## src/rtl/b64u_pkg.sv

```systemverilog
`default_nettype none
package b64u_pkg;

   localparam int MaxResults = 4;

   localparam logic [7:0] PAD_CHAR   = 8'h3D;
   localparam logic [7:0] TEXT_LOW   = 8'd32;
   localparam logic [7:0] TEXT_HIGH  = 8'd126;
   localparam logic [7:0] CHAR_TAB   = 8'd9;
   localparam logic [7:0] CHAR_LF    = 8'd10;
   localparam logic [7:0] CHAR_CR    = 8'd13;

   typedef enum logic [1:0] {
      MODE_UNDECIDED = 2'd0,
      MODE_RAW       = 2'd1,
      MODE_UTF16     = 2'd2
   } mode_type;

   typedef struct packed {
      logic       ok;
      logic [5:0] value;
   } sextet_type;

   typedef struct packed {
      logic [7:0] out_byte;
      logic       byte_valid;
      logic       message_end;
      logic       no_payload;
   } result_type;

   typedef struct packed {
      logic [2:0]                      count;
      result_type [MaxResults-1:0]     entry;
   } batch_type;

   function automatic sextet_type sextet_of(input logic [7:0] c);
      sextet_type s;
      s.ok    = 1'b1;
      s.value = 6'd0;
      if (c >= 8'h41 && c <= 8'h5A) begin
         s.value = 6'(c - 8'h41);
      end else if (c >= 8'h61 && c <= 8'h7A) begin
         s.value = 6'(c - 8'h61 + 8'd26);
      end else if (c >= 8'h30 && c <= 8'h39) begin
         s.value = 6'(c - 8'h30 + 8'd52);
      end else if (c == 8'h2B) begin
         s.value = 6'd62;
      end else if (c == 8'h2F) begin
         s.value = 6'd63;
      end else begin
         s.ok = 1'b0;
      end
      return s;
   endfunction

   function automatic logic is_text(input logic [7:0] lo, input logic [7:0] hi);
      return (hi == 8'd0) && (((lo >= TEXT_LOW) && (lo <= TEXT_HIGH)) ||
             (lo == CHAR_TAB) || (lo == CHAR_LF) || (lo == CHAR_CR));
   endfunction

   // append one result; drop it once the batch is full
   function automatic batch_type push(input batch_type b, input result_type r);
      batch_type nb;
      nb = b;
      if (b.count < 3'(MaxResults)) begin
         nb.entry[b.count[1:0]] = r;
         nb.count = b.count + 3'd1;
      end
      return nb;
   endfunction

   function automatic result_type data_result(input logic [7:0] value);
      result_type r;
      r.out_byte    = value;
      r.byte_valid  = 1'b1;
      r.message_end = 1'b0;
      r.no_payload  = 1'b0;
      return r;
   endfunction

   function automatic result_type marker_result(input logic nopay);
      result_type r;
      r.out_byte    = 8'd0;
      r.byte_valid  = 1'b0;
      r.message_end = 1'b0;
      r.no_payload  = nopay;
      return r;
   endfunction

endpackage
`default_nettype wire

```

## src/rtl/b64u_req_if.sv

```systemverilog
`default_nettype none
interface b64u_req_if;
   logic       valid;
   logic       ready;
   logic [7:0] char_code;
   logic       char_present;
   logic       end_of_string;

   modport source (output valid, output char_code, output char_present,
                   output end_of_string, input ready);
   modport sink   (input valid, input char_code, input char_present,
                   input end_of_string, output ready);
endinterface
`default_nettype wire

```

## src/rtl/b64u_rsp_if.sv

```systemverilog
`default_nettype none
interface b64u_rsp_if;
   logic       valid;
   logic       ready;
   logic [7:0] out_byte;
   logic       byte_valid;
   logic       message_end;
   logic       no_payload;
   logic       last;

   modport source (output valid, output out_byte, output byte_valid, output message_end,
                   output no_payload, output last, input ready);
   modport sink   (input valid, input out_byte, input byte_valid, input message_end,
                   input no_payload, input last, output ready);
endinterface
`default_nettype wire

```

## src/rtl/b64u_decode.sv

```systemverilog
`default_nettype none
module b64u_decode (
   input  wire logic                clock,
   input  wire logic                reset,
   input  wire logic                accept,
   input  wire logic [7:0]          char_code,
   input  wire logic                char_present,
   input  wire logic                end_of_string,
   output b64u_pkg::batch_type      batch
);

   logic [11:0]             acc_ff, acc_in;
   logic [3:0]              bcnt_ff, bcnt_in;
   logic                    pad_ff, pad_in;
   logic [2:0]              dcnt_ff, dcnt_in;
   logic [7:0]              head_ff [3];
   logic [7:0]              head_in [3];
   b64u_pkg::mode_type      mode_ff, mode_in;
   logic [7:0]              plow_ff, plow_in;
   logic                    plow_valid_ff, plow_valid_in;

   b64u_pkg::sextet_type    sext;
   logic                    have_byte;
   logic [7:0]              new_byte;
   logic [2:0]              last_idx;

   assign sext = b64u_pkg::sextet_of(char_code);

   always_comb begin
      acc_in        = acc_ff;
      bcnt_in       = bcnt_ff;
      pad_in        = pad_ff;
      dcnt_in       = dcnt_ff;
      head_in       = head_ff;
      mode_in       = mode_ff;
      plow_in       = plow_ff;
      plow_valid_in = plow_valid_ff;
      have_byte     = 1'b0;
      new_byte      = 8'd0;
      batch         = '0;
      last_idx      = 3'd0;

      if (char_present && !pad_ff) begin
         if (char_code == b64u_pkg::PAD_CHAR) begin
            pad_in = 1'b1;
         end else if (sext.ok) begin
            acc_in = {acc_ff[5:0], sext.value};
            case (bcnt_ff)
               4'd6: begin
                  have_byte = 1'b1;
                  new_byte  = acc_in[11:4];
                  bcnt_in   = 4'd4;
               end
               4'd4: begin
                  have_byte = 1'b1;
                  new_byte  = acc_in[9:2];
                  bcnt_in   = 4'd2;
               end
               4'd2: begin
                  have_byte = 1'b1;
                  new_byte  = acc_in[7:0];
                  bcnt_in   = 4'd0;
               end
               default: begin
                  bcnt_in = 4'd6;
               end
            endcase
         end
      end

      if (have_byte) begin
         case (mode_ff)
            b64u_pkg::MODE_UNDECIDED: begin
               if (dcnt_ff < 3'd3) begin
                  head_in[dcnt_ff[1:0]] = new_byte;
                  dcnt_in = dcnt_ff + 3'd1;
               end else begin
                  dcnt_in = 3'd4;
                  if (head_ff[1] == 8'd0 && new_byte == 8'd0) begin
                     mode_in = b64u_pkg::MODE_UTF16;
                     if (b64u_pkg::is_text(head_ff[0], head_ff[1]))
                        batch = b64u_pkg::push(batch, b64u_pkg::data_result(head_ff[0]));
                     if (b64u_pkg::is_text(head_ff[2], new_byte))
                        batch = b64u_pkg::push(batch, b64u_pkg::data_result(head_ff[2]));
                  end else begin
                     mode_in = b64u_pkg::MODE_RAW;
                     batch = b64u_pkg::push(batch, b64u_pkg::data_result(head_ff[0]));
                     batch = b64u_pkg::push(batch, b64u_pkg::data_result(head_ff[1]));
                     batch = b64u_pkg::push(batch, b64u_pkg::data_result(head_ff[2]));
                     batch = b64u_pkg::push(batch, b64u_pkg::data_result(new_byte));
                  end
               end
            end
            b64u_pkg::MODE_RAW: begin
               batch = b64u_pkg::push(batch, b64u_pkg::data_result(new_byte));
            end
            b64u_pkg::MODE_UTF16: begin
               if (!plow_valid_ff) begin
                  plow_in       = new_byte;
                  plow_valid_in = 1'b1;
               end else begin
                  if (b64u_pkg::is_text(plow_ff, new_byte))
                     batch = b64u_pkg::push(batch, b64u_pkg::data_result(plow_ff));
                  plow_valid_in = 1'b0;
               end
            end
            default: begin
            end
         endcase
      end

      if (end_of_string) begin
         if (mode_in == b64u_pkg::MODE_UNDECIDED) begin
            if (dcnt_in == 3'd0) begin
               batch = b64u_pkg::push(batch, b64u_pkg::marker_result(1'b1));
            end else begin
               // flush a short message raw
               for (int i = 0; i < 3; i++) begin
                  if (3'(i) < dcnt_in)
                     batch = b64u_pkg::push(batch, b64u_pkg::data_result(head_in[i]));
               end
            end
         end else if (batch.count == 3'd0) begin
            batch = b64u_pkg::push(batch, b64u_pkg::marker_result(1'b0));
         end
         last_idx = batch.count - 3'd1;
         batch.entry[last_idx[1:0]].message_end = 1'b1;
         acc_in        = 12'd0;
         bcnt_in       = 4'd0;
         pad_in        = 1'b0;
         dcnt_in       = 3'd0;
         mode_in       = b64u_pkg::MODE_UNDECIDED;
         plow_valid_in = 1'b0;
      end
   end

   always_ff @(posedge clock) begin
      if (reset) begin
         acc_ff        <= 12'd0;
         bcnt_ff       <= 4'd0;
         pad_ff        <= 1'b0;
         dcnt_ff       <= 3'd0;
         mode_ff       <= b64u_pkg::MODE_UNDECIDED;
         plow_valid_ff <= 1'b0;
      end else if (accept) begin
         acc_ff        <= acc_in;
         bcnt_ff       <= bcnt_in;
         pad_ff        <= pad_in;
         dcnt_ff       <= dcnt_in;
         mode_ff       <= mode_in;
         plow_valid_ff <= plow_valid_in;
      end
   end

   always_ff @(posedge clock) begin
      if (accept) begin
         head_ff <= head_in;
         plow_ff <= plow_in;
      end
   end

endmodule
`default_nettype wire

```

## src/rtl/b64u_emit.sv

```systemverilog
`default_nettype none
module b64u_emit (
   input  wire logic                clock,
   input  wire logic                reset,
   input  wire logic                load,
   input  wire b64u_pkg::batch_type batch,
   output logic                     free,
   b64u_rsp_if.source               rsp
);

   logic [2:0]                                    count_ff;
   b64u_pkg::result_type [b64u_pkg::MaxResults-1:0] entries_ff;
   logic                                          pop;

   assign rsp.valid       = (count_ff != 3'd0);
   assign rsp.out_byte    = entries_ff[0].out_byte;
   assign rsp.byte_valid  = entries_ff[0].byte_valid;
   assign rsp.message_end = entries_ff[0].message_end;
   assign rsp.no_payload  = entries_ff[0].no_payload;
   assign rsp.last        = (count_ff == 3'd1);

   assign pop  = rsp.valid && rsp.ready;
   // take a new batch when empty or when the final entry leaves this cycle
   assign free = (count_ff == 3'd0) || ((count_ff == 3'd1) && rsp.ready);

   always_ff @(posedge clock) begin
      if (reset) begin
         count_ff <= 3'd0;
      end else if (load) begin
         count_ff <= batch.count;
      end else if (pop) begin
         count_ff <= count_ff - 3'd1;
      end
   end

   always_ff @(posedge clock) begin
      if (load) begin
         entries_ff <= batch.entry;
      end else if (pop) begin
         // advance the queue by one
         for (int i = 0; i < b64u_pkg::MaxResults - 1; i++)
            entries_ff[i] <= entries_ff[i+1];
      end
   end

endmodule
`default_nettype wire

```

## src/rtl/base64_decoder_utf16_filter.sv

```systemverilog
// The first result of a request is shown in the cycle after it is accepted.
// One request per cycle while each request gives at most one result and the
// receiver does not stall; a request that gives more results (up to four) holds
// req_ch.ready low while the result queue drains, one entry per ready cycle.
// Reset (synchronous, active high) clears the decoder state and empties the queue.
`default_nettype none
module base64_decoder_utf16_filter (
   input  wire logic   clock,
   input  wire logic   reset,
   b64u_req_if.sink    req_ch,
   b64u_rsp_if.source  rsp_ch
);

   logic                  accept;
   logic                  free;
   logic                  load;
   b64u_pkg::batch_type   batch;

   assign req_ch.ready = free;
   assign accept       = req_ch.valid && req_ch.ready;
   assign load         = accept && (batch.count != 3'd0);

   b64u_decode u_decode (
      .clock         (clock),
      .reset         (reset),
      .accept        (accept),
      .char_code     (req_ch.char_code),
      .char_present  (req_ch.char_present),
      .end_of_string (req_ch.end_of_string),
      .batch         (batch)
   );

   b64u_emit u_emit (
      .clock (clock),
      .reset (reset),
      .load  (load),
      .batch (batch),
      .free  (free),
      .rsp   (rsp_ch)
   );

endmodule
`default_nettype wire

```

## src/flat_wrapper.sv

```systemverilog
// flat-port wrapper written by rule: the top's interface ports become plain ports
module base64_decoder_utf16_filter_flat 
  (clock, reset, req_ch_valid, req_ch_char_code, req_ch_char_present, req_ch_end_of_string, req_ch_ready, rsp_ch_valid, rsp_ch_out_byte, rsp_ch_byte_valid, rsp_ch_message_end, rsp_ch_no_payload, rsp_ch_last, rsp_ch_ready);
  b64u_req_if req_ch_i ();
  b64u_rsp_if rsp_ch_i ();
  input  wire logic clock;
  input  wire logic reset;
  input wire logic [$bits(req_ch_i.valid)-1:0] req_ch_valid;
  input wire logic [$bits(req_ch_i.char_code)-1:0] req_ch_char_code;
  input wire logic [$bits(req_ch_i.char_present)-1:0] req_ch_char_present;
  input wire logic [$bits(req_ch_i.end_of_string)-1:0] req_ch_end_of_string;
  output wire logic [$bits(req_ch_i.ready)-1:0] req_ch_ready;
  output wire logic [$bits(rsp_ch_i.valid)-1:0] rsp_ch_valid;
  output wire logic [$bits(rsp_ch_i.out_byte)-1:0] rsp_ch_out_byte;
  output wire logic [$bits(rsp_ch_i.byte_valid)-1:0] rsp_ch_byte_valid;
  output wire logic [$bits(rsp_ch_i.message_end)-1:0] rsp_ch_message_end;
  output wire logic [$bits(rsp_ch_i.no_payload)-1:0] rsp_ch_no_payload;
  output wire logic [$bits(rsp_ch_i.last)-1:0] rsp_ch_last;
  input wire logic [$bits(rsp_ch_i.ready)-1:0] rsp_ch_ready;
  assign req_ch_i.valid = req_ch_valid;
  assign req_ch_i.char_code = req_ch_char_code;
  assign req_ch_i.char_present = req_ch_char_present;
  assign req_ch_i.end_of_string = req_ch_end_of_string;
  assign req_ch_ready = req_ch_i.ready;
  assign rsp_ch_valid = rsp_ch_i.valid;
  assign rsp_ch_out_byte = rsp_ch_i.out_byte;
  assign rsp_ch_byte_valid = rsp_ch_i.byte_valid;
  assign rsp_ch_message_end = rsp_ch_i.message_end;
  assign rsp_ch_no_payload = rsp_ch_i.no_payload;
  assign rsp_ch_last = rsp_ch_i.last;
  assign rsp_ch_i.ready = rsp_ch_ready;
  base64_decoder_utf16_filter u_core (.clock(clock), .reset(reset), .req_ch(req_ch_i), .rsp_ch(rsp_ch_i));
endmodule
```

## config.mk

```make
export PLATFORM = sky130hd
export DESIGN_NAME = base64_decoder_utf16_filter_flat
export DESIGN_NICKNAME = d
export VERILOG_FILES = /design/src/rtl/b64u_pkg.sv /design/src/rtl/b64u_req_if.sv /design/src/rtl/b64u_rsp_if.sv /design/src/rtl/b64u_decode.sv /design/src/rtl/b64u_emit.sv /design/src/rtl/base64_decoder_utf16_filter.sv /design/src/flat_wrapper.sv
export SDC_FILE = /design/constraint.sdc
export NUM_CORES = 1
export LEC_CHECK = 0
export ABC_AREA = 1
export BUFFER_PORTS_ARGS = -buffer_cell sky130_fd_sc_hd__buf_4
export CAP_MARGIN = 5
export CORE_ASPECT_RATIO = 1.1
export CORE_UTILIZATION = 41
export DETAILED_ROUTE_END_ITERATION = 16
export HOLD_SLACK_MARGIN = 0.15
export PLACE_DENSITY = 0.63
export SETUP_SLACK_MARGIN = 0.15
export SLEW_MARGIN = 25
export SYNTH_ARGS = -nofsm -noshare
export SYNTH_HDL_FRONTEND = slang
export SYNTH_SLANG_ARGS = --single-unit
```

## constraint.sdc

```tcl
create_clock -name clock -period 5.5 [get_ports clock]
set_clock_uncertainty 0.2 [all_clocks]
set_input_delay 0 -clock clock [delete_from_list [all_inputs] [get_ports clock]]
set_output_delay 0 -clock clock [all_outputs]
set_load 0.005 [all_outputs]
```

======== After elaboration in Yosys (flattened, before gate mapping) ========
Cells that the tools add are included.
word-level totals
  flip-flop bits (word level) ............. 96
  latch bits .............................. 0
  memory bits (writable) .................. 0
  ROM bits ................................ 0
  bits of input ports ..................... 14
  output and inout port bits .............. 14
  word-level logic and storage cells ...... 292
  memories kept ........................... 0
operators by class
  add/sub/neg operators ................... 15
  $mul .................................... 0
  divide/modulo/power cells ............... 0
  $lt $le $gt $ge ......................... 41
  eq/ne operators ......................... 19
  shifts and indexed selects .............. 0
  multiplexer cells ....................... 128
  bitwise logic cells ..................... 7
  reductions and logical operators ........ 55
operators with widths
  operator               number
  $mux W47               39
  $bwmux W44             8
  $demux W11 S2          8
  $pmux W47 S3           1
  $mux W45               3
  $mux W11               11
  $eq A8 B4 Y1 const B   9
  $mux W24               3
  $mux W33               2
  $mux W6                9
  $and A44 B44 Y44       1
  $not A44 Y44           1
  $and A40 B40 Y40       1
  $le A8 B7 Y1 const B   5
  $not A40 Y40           1
  $ge A8 B6 Y1 const B   4
  $mux W8                4
  $mux W3                10
  $add A3 B1 Y3 const B  8
  $bwmux W24             1
  $eq A8 B6 Y1 const B   3
  $logic_and A1 B1 Y1    24
  $lt A2 B3 Y1 const B   8
  $pmux W8 S3            1
  other kinds (39)       100

======== Logic depth before layout (Yosys ltp) ========
Gate-level depths: netlist of run 1.
  word-level depth ........................ 86
  depth in mapped cells ................... 48
  mapped depth without buffers ............ 46

======== Modules after synthesis ========
From an unflattened synthesis of run 1, not the netlist that was laid out.
second synthesis, totals
  cells, all modules ...................... 1129
  area, all modules ....................... 7948.9 µm²
by module, submodules not included
  module                       times used  cells each  area each (µm²)  sequential area each (µm²)
  b64u_decode                  1           925         5885.6           1261.2
  b64u_emit                    1           199         2039.5           1381.3
  base64_decoder_utf16_filter  1           5           23.8             0.0

======== Worst setup path after synthesis of run 1 ========
No wires, ideal clock.
  kind .................................... register to register
  start ................................... register u_core.u_decode.bcnt_ff[1]
  end ..................................... register u_core.u_emit.entries_ff[11] in the netlist's numbering, enable pin
  library setup time ...................... 0.388 ns
  arrival time ............................ 5.360 ns
  required time ........................... 4.912 ns
  setup slack ............................. -0.447 ns
  stages on the path, launching flop included .. 36
  buffers on the path ..................... 0
  clock period less this slack ............ 5.947 ns
  cell sequence ........................... dfxtp_1 > inv_1 > ha_1 > nor3_1 > nand3_4 > inv_2 > nand2_1 > nand2_1 > nor2_4 > nand2_2 > inv_2 > nand2_1 > clkinv_1 > ha_1 > inv_1 > nor2_1 > nand4_1 > nand3_1 > nand2_1 > ha_1 > nand3_2 > inv_1 > ha_1 > o21ai_2 > inv_1 > ha_1 > nor2_1 > nor2_1 > nand2_1 > nand3_2 > nand2_1 > nand2_2 > nand2_4 > nand2_4 > nor2_1 > inv_1
on the way
  longest elaborated chain between the ends .. 34
ends and longest elaborated chain
  item                                          line                               text
  start, declared                               b64u_decode.sv:13                  logic [3:0] bcnt_ff, bcnt_in;
  start signal, assigned                        b64u_decode.sv:147                 bcnt_ff <= bcnt_in;
  $eq A4 B2 Y1 or $eq A4 B3 Y1 (tied branches)  b64u_decode.sv:48                  case (bcnt_ff)
  $pmux W8 S3                                   b64u_decode.sv:48
  $mux W8                                       b64u_decode.sv:46                  end else if (sext.ok) begin
  $mux W8                                       b64u_decode.sv:44                  if (char_code == b64u_pkg::PAD_CHAR) begin
  $mux W8                                       b64u_decode.sv:43                  if (char_present && !pad_ff) begin
  $logic_not A8 Y1                              b64u_pkg.sv:57, b64u_decode.sv:79
  $logic_and A1 B1 Y1                           b64u_pkg.sv:57                     return (hi == 8'd0) && (((lo >= TEXT_LOW) && (lo <= TEXT_HIGH)) ||
  $mux W47                                      b64u_decode.sv:83                  if (b64u_pkg::is_text(head_ff[2], new_byte))
  [18 not listed]                               n/a
  $mux W47                                      b64u_decode.sv:119                 if (3'(i) < dcnt_in)
  $mux W47                                      b64u_decode.sv:114                 if (dcnt_in == 3'd0) begin
  $mux W47                                      b64u_decode.sv:113                 if (mode_in == b64u_pkg::MODE_UNDECIDED) begin
  $mux W47                                      b64u_decode.sv:112                 if (end_of_string) begin
  $mux W47 *                                    b64u_decode.sv:112
  $reduce_bool A3 Y1 *                          base64_decoder_utf16_filter.sv:21  assign load = accept && (batch.count != 3'd0);
  $logic_and A1 B1 Y1 *                         base64_decoder_utf16_filter.sv:21
  $reduce_bool A2 Y1 (no source line) *         n/a
  end signal, assigned                          b64u_emit.sv:38                    entries_ff <= batch.entry;
  end signal, assigned by index                 b64u_emit.sv:42                    entries_ff[i] <= entries_ff[i+1];
  end, declared                                 b64u_emit.sv:12                    b64u_pkg::result_type [b64u_pkg::MaxResults-1:0] entries_ff;
Every way passes the cells marked *; elsewhere a longest branch is shown, timed or not. The select of a mux whose other input is x is not followed.
A chain may end at the register's enable or synchronous reset.

======== Worst setup path in the final report of run 1 ========
  start ................................... register u_core.u_decode.bcnt_ff[1]
  end ..................................... register u_core.u_emit.entries_ff[27] in the netlist's numbering, enable pin
Same word-level chain as after synthesis.

==> metrics.cfg, run 1 <==
[status]
status = completed

[synthesis]
synth_flop_cell = sky130_fd_sc_hd__edfxtp_1
synth.distinct_cells = 56
synth.top_cell.area_share_pct = 29.3
syn-cell-area_um2 = 7790
synth_sequential_area_ratio_pct = 33.9
synthCells = 1101
synth_edf_count = 76
async_flop_share_pct = 0
syn_area_per_cell_um2 = 7.08
synth_fp_nets = 1149
synth_warnings = 0
synthDominantAreaCellType = sky130_fd_sc_hd__edfxtp_1
yosys_register_bits = 94
ys_top_cells_by_area = sky130_fd_sc_hd__edfxtp_1 29%, sky130_fd_sc_hd__nand2_1 15%, sky130_fd_sc_hd__inv_1 5.8%

[place]
placement.setup.worst_slack_ps = -2.41
placed_wire_length_estimate_after_detailed_placement_um = 18700
io_buffers = 27
number_of_placed_cells_counting_well_taps = 1371
place_congestion = 0.944

[worst_setup_path]
endpoint_kind = flip-flop
cp_slowest_cell = sky130_fd_sc_hd__dfxtp_4
worstPathRequired_ps = 5420
largest_stage_delay_on_the_critical_path_ps = 390
crit_path_max_fanout = 8
arrival_ps = 4990
cp-start-kind = flip-flop
most_prevalent_standard_cell_on_the_critical_path = sky130_fd_sc_hd__nand2_2
path_class = reg2reg

[floorplan]
std_cell_rows = 52
core_um2 = 18500
die_area_um2 = 19600
initial_utilization_pct = 42.2
design.portCount = 28
die_width_um = 133
die-height_um = 147

[finish]
postLayoutCoreUtil_pct = 50.3
layout-area-overhead-vs-synth_pct = 19.2
final.fill_count = 1841
nNetsFinal = 1225
n_antenna_cell = 0
layoutNonFillerInstCount = 1425
post_route_cells_drive_above_1_share_pct = 18.7

[flow_run]
maxCapViolations = 0

[clock_tree]
clkSinkCount = 94
clock_insertion_delay_worst_skew_ps = 360
tritoncts = built
cts.root.buffer_cell = sky130_fd_sc_hd__clkbuf_16
path_clk_slew_ps = 70
cts_buffers = 9
htreeDepth = 3
maximum_clock_insertion_buffer_count = 2

[timing]
post-route-min-period_ps = 5070
worst_hold_slack_ps = 239
timing_hold_violations_final = 0
worst_pin_slew_ps = 849
report.final.setup_viol = 0
max_freq_mhz = 197
finalMaxSlewViolations = 0
slew_hr_pct = 42.8
min_period_over_period_pct = 92.2
unrepaired_setup_endpoints_after_global_routing = no
worst_slack_ps = 427

[global_routing]
first_global_vias = 7227
grt.total_usage_pct = 25.7
gr-total-overflow = 0
grt_first_pass_wirelength_um = 38900
grt_max_degree = 34
antenna_violations_before_repair = 0

[routing]
wire_per_inst_um = 17.5
antenna_violating_nets_post_route = 0
route.final.wire_length_um = 25000
detail_route.iter0.violations = 725
drt_pass1_iterations = 6
drt-vias-per-instance = 5.57
detailed_route_via_count = 7943
drc = 0

[worst_hold_path]
holdCritPathClass = in2reg

[power]
power_leakage_nw = 4.10
peak_vdd_ir_v = 0.000219
power-per-cell-area_nw_per_um2 = 327

per-stage QoR:
stage	TNS, ps	power [mW]	cell area (um2)
after detailed placement	-24.9	2.25	8440
after CTS	0	2.92	8910
final	0	3.04	9290
after global routing	0	3.21	9290
after global placement	0	2.24	8440
after floorplan	0	1.87	7870
layer usage:
| layer | vias up | share of wire, % | GRT usage, % |
|---|---|---|---|
| li1 | 3876 | - | - |
| met1 | 3631 | 43 | 34.4 |
| met2 | 367 | 46 | 40.7 |
| met3 | 69 | 6.7 | 3.72 |
| met4 | 0 | 4.2 | 12.0 |
| met5 | - | 0 | 0 |
logic make-up (layout without fill, tap and decap cells):
| group | count (synthesis) | count (layout) | share of synthesized area, % |
|---|---|---|---|
| and+or+nand+nor | 526 | 526 | 30.3 |
| xor gates and xnor gates | 8 | 8 | 0.899 |
| AOI/OAI and AO/OA | 253 | 253 | 18.9 |
| buffers and inverters | 185 | 266 | 10.4 |
| muxes | 1 | 1 | 0.128 |
| DFF | 94 | 94 | 33.9 |
| adders and majority gates | 34 | 34 | 5.46 |
worst max-delay path: cells and delay by family, from the launching register on:
| family | cells | cell delay, ps |
|---|---|---|
| and+or+nand+nor | 21 | 1930 |
| adders and majority gates | 5 | 1170 |
| buffers and inverters | 9 | 940 |
| DFF | 1 | 390 |
| AOI/OAI and AO/OA | 1 | 160 |
cells in the final DEF (no fill, tap or decap), types with 14 or more instances in the layout:
master | Yosys | routed
sky130_fd_sc_hd__a31oi_1 | 18 | 18
sky130_fd_sc_hd__o211ai_1 | 21 | 21
sky130_fd_sc_hd__ha_1 | 34 | 23
sky130_fd_sc_hd__inv_2 | 15 | 20
sky130_fd_sc_hd__o21ai_0 | 84 | 83
sky130_fd_sc_hd__inv_1 | 120 | 112
sky130_fd_sc_hd__nand4_1 | 21 | 21
sky130_fd_sc_hd__buf_4 | 14 | 87
sky130_fd_sc_hd__nand3_1 | 67 | 63
sky130_fd_sc_hd__edfxtp_1 | 76 | 76
sky130_fd_sc_hd__nand2_2 | 14 | 24
sky130_fd_sc_hd__nor2_1 | 73 | 70
sky130_fd_sc_hd__dlygate4sd3_1 | 0 | 14
sky130_fd_sc_hd__a21oi_1 | 60 | 59
sky130_fd_sc_hd__nand2_1 | 310 | 298
sky130_fd_sc_hd__o21ai_1 | 23 | 24
sky130_fd_sc_hd__dfxtp_1 | 18 | 16
path summary, 6_finish.rpt:
| check | start | end | slack [ps] | depth (start not counted) |
|---|---|---|---|---|
| worst min register to register | u_core.u_decode.acc_ff[5]$_SDFFE_PP0P_ | u_core.u_decode.acc_ff[5]$_SDFFE_PP0P_ | 270 | 2 |
| worst max-delay path | u_core.u_decode.bcnt_ff[1]$_SDFFE_PP0P_ | u_core.u_emit.entries_ff[27]$_DFFE_PP_ | 430 | 36 |
| worst max register to register | u_core.u_decode.bcnt_ff[1]$_SDFFE_PP0P_ | u_core.u_emit.entries_ff[27]$_DFFE_PP_ | 430 | 36 |
| worst min-delay path | req_ch_char_code[7] | u_core.u_decode.pad_ff$_SDFFE_PP0P_ | 240 | 8 |
Yosys cell counts (4+ instances only):
master,count
sky130_fd_sc_hd__a21oi_2,5
sky130_fd_sc_hd__nand2_2,14
sky130_fd_sc_hd__nand2_4,4
sky130_fd_sc_hd__ha_1,34
sky130_fd_sc_hd__a21oi_1,60
sky130_fd_sc_hd__nor3_1,6
sky130_fd_sc_hd__nand3_1,67
sky130_fd_sc_hd__nand2_1,310
sky130_fd_sc_hd__nor2_2,7
sky130_fd_sc_hd__clkinv_1,5
sky130_fd_sc_hd__a31oi_1,18
sky130_fd_sc_hd__xor2_1,6
sky130_fd_sc_hd__buf_4,14
sky130_fd_sc_hd__o211ai_1,21
sky130_fd_sc_hd__o21ai_1,23
sky130_fd_sc_hd__o21ai_0,84
sky130_fd_sc_hd__buf_6,5
sky130_fd_sc_hd__nor2_1,73
sky130_fd_sc_hd__inv_2,15
sky130_fd_sc_hd__inv_1,120
sky130_fd_sc_hd__edfxtp_1,76
sky130_fd_sc_hd__nor2_4,5
sky130_fd_sc_hd__buf_2,6
sky130_fd_sc_hd__nand3_2,7
sky130_fd_sc_hd__a211oi_1,7
sky130_fd_sc_hd__nand4_1,21
sky130_fd_sc_hd__clkbuf_1,17
sky130_fd_sc_hd__dfxtp_1,18
sky130_fd_sc_hd__o22ai_1,11
sequential cells by signal, summed over array words and instances (netlist names):
name                           cells
u_core.u_decode.acc_ff             6
u_core.u_decode.bcnt_ff            2
u_core.u_decode.dcnt_ff            3
u_core.u_decode.head_ff           24
u_core.u_decode.mode_ff            2
u_core.u_decode.pad_ff             1
u_core.u_decode.plow_ff            8
u_core.u_decode.plow_valid_ff      1
u_core.u_emit.count_ff             3
u_core.u_emit.entries_ff          33
u_core.u_emit.rsp.byte_valid       1
u_core.u_emit.rsp.message_end      1
u_core.u_emit.rsp.no_payload       1
u_core.u_emit.rsp.out_byte         8
timing repair:
item / in CTS / in global routing
gates cloned: 0 / 3
resized for setup: 1 / 47
setup endpoints to repair: 33 / 85
hold buffers: 16 / 0
hold endpoints to repair: 28 / 0
pin swaps: 0 / 21
buffers inserted: 0 / 19
final cells by class:
type / instances / area [um2] / area share [%]
flip-flops and latches: 94 / 2650 / 28.5
inverters: 142 / 557 / 6.00
multi-input cells: 822 / 4550 / 49.0
well taps: 243 / 304 / 3.27
clock inverters: 7 / 78.8 / 0.849
clock buffers: 9 / 225 / 2.43
repair buffers: 108 / 920 / 9.90
power breakdown:
part	internal, mW	switching, mW	leakage, nW	total, mW
sequential	1.10	0.128	0.884	1.22
combinational	0.433	0.722	3.07	1.16
clock	0.358	0.299	0.139	0.657
Power figures use the tool's default switching activity.
==> run 2, diff against run 1 <==
--- a/config.mk
+++ b/config.mk
@@ -8,7 +8,6 @@
 export ABC_AREA = 1
 export BUFFER_PORTS_ARGS = -buffer_cell sky130_fd_sc_hd__buf_4
 export CAP_MARGIN = 5
-export CORE_ASPECT_RATIO = 1.1
 export CORE_UTILIZATION = 41
 export DETAILED_ROUTE_END_ITERATION = 16
 export HOLD_SLACK_MARGIN = 0.15
==> metrics.cfg, run 2 (synthesized netlist as in run 1, its figures left out) <==
[finish]
nNetsFinal = 1210  ; -1.2%
n_antenna_cell = 0  ; unchanged
largest-register = u_core.u_emit.entries_ff
post_route_cells_drive_above_1_share_pct = 18.0  ; -0.70 points
final.fill_count = 1840  ; -0.054%
postLayoutCoreUtil_pct = 49.6  ; -0.63 points
largest_registers = u_core.u_emit.entries_ff: 33 flops, u_core.u_decode.head_ff: 24 flops
mostFrequentLayoutCells = 295 x sky130_fd_sc_hd__nand2_1, 110 x sky130_fd_sc_hd__inv_1, 82 x sky130_fd_sc_hd__o21ai_0
final_common_cell = sky130_fd_sc_hd__nand2_1
largest_register_ffs = 33  ; unchanged
layout-area-overhead-vs-synth_pct = 18.8

[routing]
drt_pass1_iterations = 5  ; -1
detailed_route_via_count = 7880  ; -0.79%
drc = 0  ; unchanged
drt-vias-per-instance = 5.62  ; +0.91%
route.final.wire_length_um = 24900  ; -0.15%
wire_per_inst_um = 17.8  ; +1.6%
detail_route.iter0.violations = 874  ; +21%
antenna_violating_nets_post_route = 0  ; unchanged

[power]
power-per-cell-area_nw_per_um2 = 338  ; +3.3%
report.power.total_mw = 3.12  ; +2.9%
peak_vdd_ir_v = 0.000238  ; +9.1%
power_leakage_nw = 4.07  ; -0.62%

[timing]
slew_hr_pct = 43.1  ; +0.31 points
worst_hold_slack_ps = 124  ; -115 ps
setup-tns-final_ps = 0  ; unchanged
post-route-min-period_ps = 5040  ; -29.1 ps
max_freq_mhz = 198  ; +0.58%
worst_pin_slew_ps = 844  ; -4.64 ps
timing_hold_violations_final = 0  ; unchanged
min_period_over_period_pct = 91.7  ; -0.53 points
report.final.setup_viol = 0  ; unchanged
unrepaired_setup_endpoints_after_global_routing = no
worst_slack_ps = 456  ; +29.1 ps
finalMaxSlewViolations = 0  ; unchanged

[clock_tree]
tritoncts = built
cts_buffers = 9  ; unchanged
path_clk_slew_ps = 60  ; about the same
maximum_clock_insertion_buffer_count = 2  ; unchanged
clkSinkCount = 94  ; unchanged
cts.root.buffer_cell = sky130_fd_sc_hd__clkbuf_16
htreeDepth = 3  ; unchanged
clock_insertion_delay_worst_skew_ps = 360  ; about the same

[floorplan]
die-height_um = 140  ; -4.6%
die_width_um = 140  ; +4.8%
std_cell_rows = 50  ; -3.8%
core_um2 = 18600  ; +0.89%
die_area_um2 = 19600  ; about the same
initial_utilization_pct = 41.8  ; -0.37 points
design.portCount = 28  ; unchanged

[flow_run]
maxCapViolations = 0  ; unchanged

[worst_setup_path]
largest_stage_delay_on_the_critical_path_ps = 390  ; about the same
endpoint_kind = flip-flop
path_class = reg2reg
cp_slowest_cell = sky130_fd_sc_hd__dfxtp_4
timing.rr.end = u_core.u_emit.rsp.message_end$_DFFE_PP_
rr_startpoint = u_core.u_decode.bcnt_ff[1]$_SDFFE_PP0P_
worstPathRequired_ps = 5420  ; about the same
most_prevalent_standard_cell_on_the_critical_path = sky130_fd_sc_hd__nand2_2
worst-r2r-cell-count = 35  ; -2.8%
cp-start-kind = flip-flop
crit_path_max_fanout = 8  ; unchanged
arrival_ps = 4970  ; -20 ps
setup.reg_to_reg.worst_slack_ps = 460  ; +30 ps

[global_routing]
grt_max_degree = 34  ; unchanged
gr-total-overflow = 0  ; unchanged
grt.total_usage_pct = 25.4  ; -0.29 points
antenna_violations_before_repair = 0  ; unchanged
first_global_vias = 7102  ; -1.7%
grt_first_pass_wirelength_um = 38400  ; -1.2%

[worst_hold_path]
min_to = u_core.u_decode.acc_ff[5]$_SDFFE_PP0P_
whs_path_depth = 7  ; -1
holdCritPathClass = in2reg
hold_path_startpoint = req_ch_char_code[7]

[place]
placement.setup.worst_slack_ps = -74.9  ; -72.4 ps
io_buffers = 27  ; unchanged
placed_wire_length_estimate_after_detailed_placement_um = 18700  ; +0.24%
place_congestion = 1.01  ; +6.6%

[status]
status = completed

[run 2: cell types whose count changed in the layout (fill, tap and decap cells not counted), moves of 2 or more]
cell / delta
sky130_fd_sc_hd__inv_6: -3
sky130_fd_sc_hd__nand2_1: -3
sky130_fd_sc_hd__inv_1: -2
sky130_fd_sc_hd__clkinvlp_4: -3
sky130_fd_sc_hd__nand2_2: +3
sky130_fd_sc_hd__clkinv_1: +2
sky130_fd_sc_hd__buf_6: +2
sky130_fd_sc_hd__bufinv_16: +3
sky130_fd_sc_hd__buf_4: -16
[run 2: cell type report]
class | count | area [um2] | area share [%]
clock buffers | 9 | 225 | 2.43
clock inverters | 7 | 136 | 1.47
inverters | 142 | 559 | 6.05
multi-input cells | 822 | 4580 | 49.5
flip-flops and latches | 94 | 2650 | 28.6
well taps | 234 | 293 | 3.16
repair buffers | 93 | 810 | 8.75
[run 2: how the worst max path moves through the flow]
stage	startpoint	to	slack, ps	depth (start not counted)
4_1_cts	u_core.u_decode.bcnt_ff[2]$_SDFFE_PP0P_	u_core.u_emit.entries_ff[32]$_DFFE_PP_	150	34
3_3_place_gp	req_ch_char_code[1]	u_core.u_emit.entries_ff[31]$_DFFE_PP_	150	42
5_1_grt	req_ch_char_code[1]	u_core.u_emit.rsp.message_end$_DFFE_PP_	90	46
2_1_floorplan	req_ch_char_code[2]	u_core.u_emit.entries_ff[11]$_DFFE_PP_	150	42
3_5_place_dp	req_ch_char_code[1]	u_core.u_emit.entries_ff[32]$_DFFE_PP_	-70	42
6_report	u_core.u_decode.bcnt_ff[1]$_SDFFE_PP0P_	u_core.u_emit.rsp.message_end$_DFFE_PP_	460	35
[run 2: what timing repair did]
action                                 4_1_cts  5_1_grt
pin swaps                                    0       22
gates resized for setup                      1       56
gates cloned                                 0        3
endpoints found under the hold margin       30        0
setup endpoints to repair                   33       81
buffers inserted                             0       12
hold buffers                                15        0
[run 2: metal layers]
metal | share of wire (%) | GRT usage, % | vias to the layer above
li1 | - | - | 3838
met1 | 43 | 34.0 | 3623
met2 | 45 | 39.8 | 354
met3 | 8.0 | 5.33 | 65
met4 | 3.9 | 10.2 | 0
met5 | 0 | 0 | -
[run 2: worst max-delay path: cells and delay by family, from the launching register on]
family	cells	cell delay (ps)
DFF	1	390
adders and majority gates	5	1080
and+or+nand+nor	16	1550
buffers and inverters	10	990
AOI/OAI and AO/OA	4	560
[run 2: power by group]
group	total (mW)	switching, mW	leakage (nW)	internal (mW)
logic	1.14	0.720	3.01	0.416
registers	1.22	0.124	0.884	1.10
clock network	0.768	0.280	0.175	0.488
[run 2: through the flow]
| stage | instance area (um2) | std cells |
|---|---|---|
| after floorplan | 7870 | 1101 |
| after global placement | 8390 | 1355 |
| after detailed placement | 8390 | 1355 |
| after CTS | 8900 | 1386 |
| after global routing | 9250 | 1401 |
| final | 9250 | 1401 |
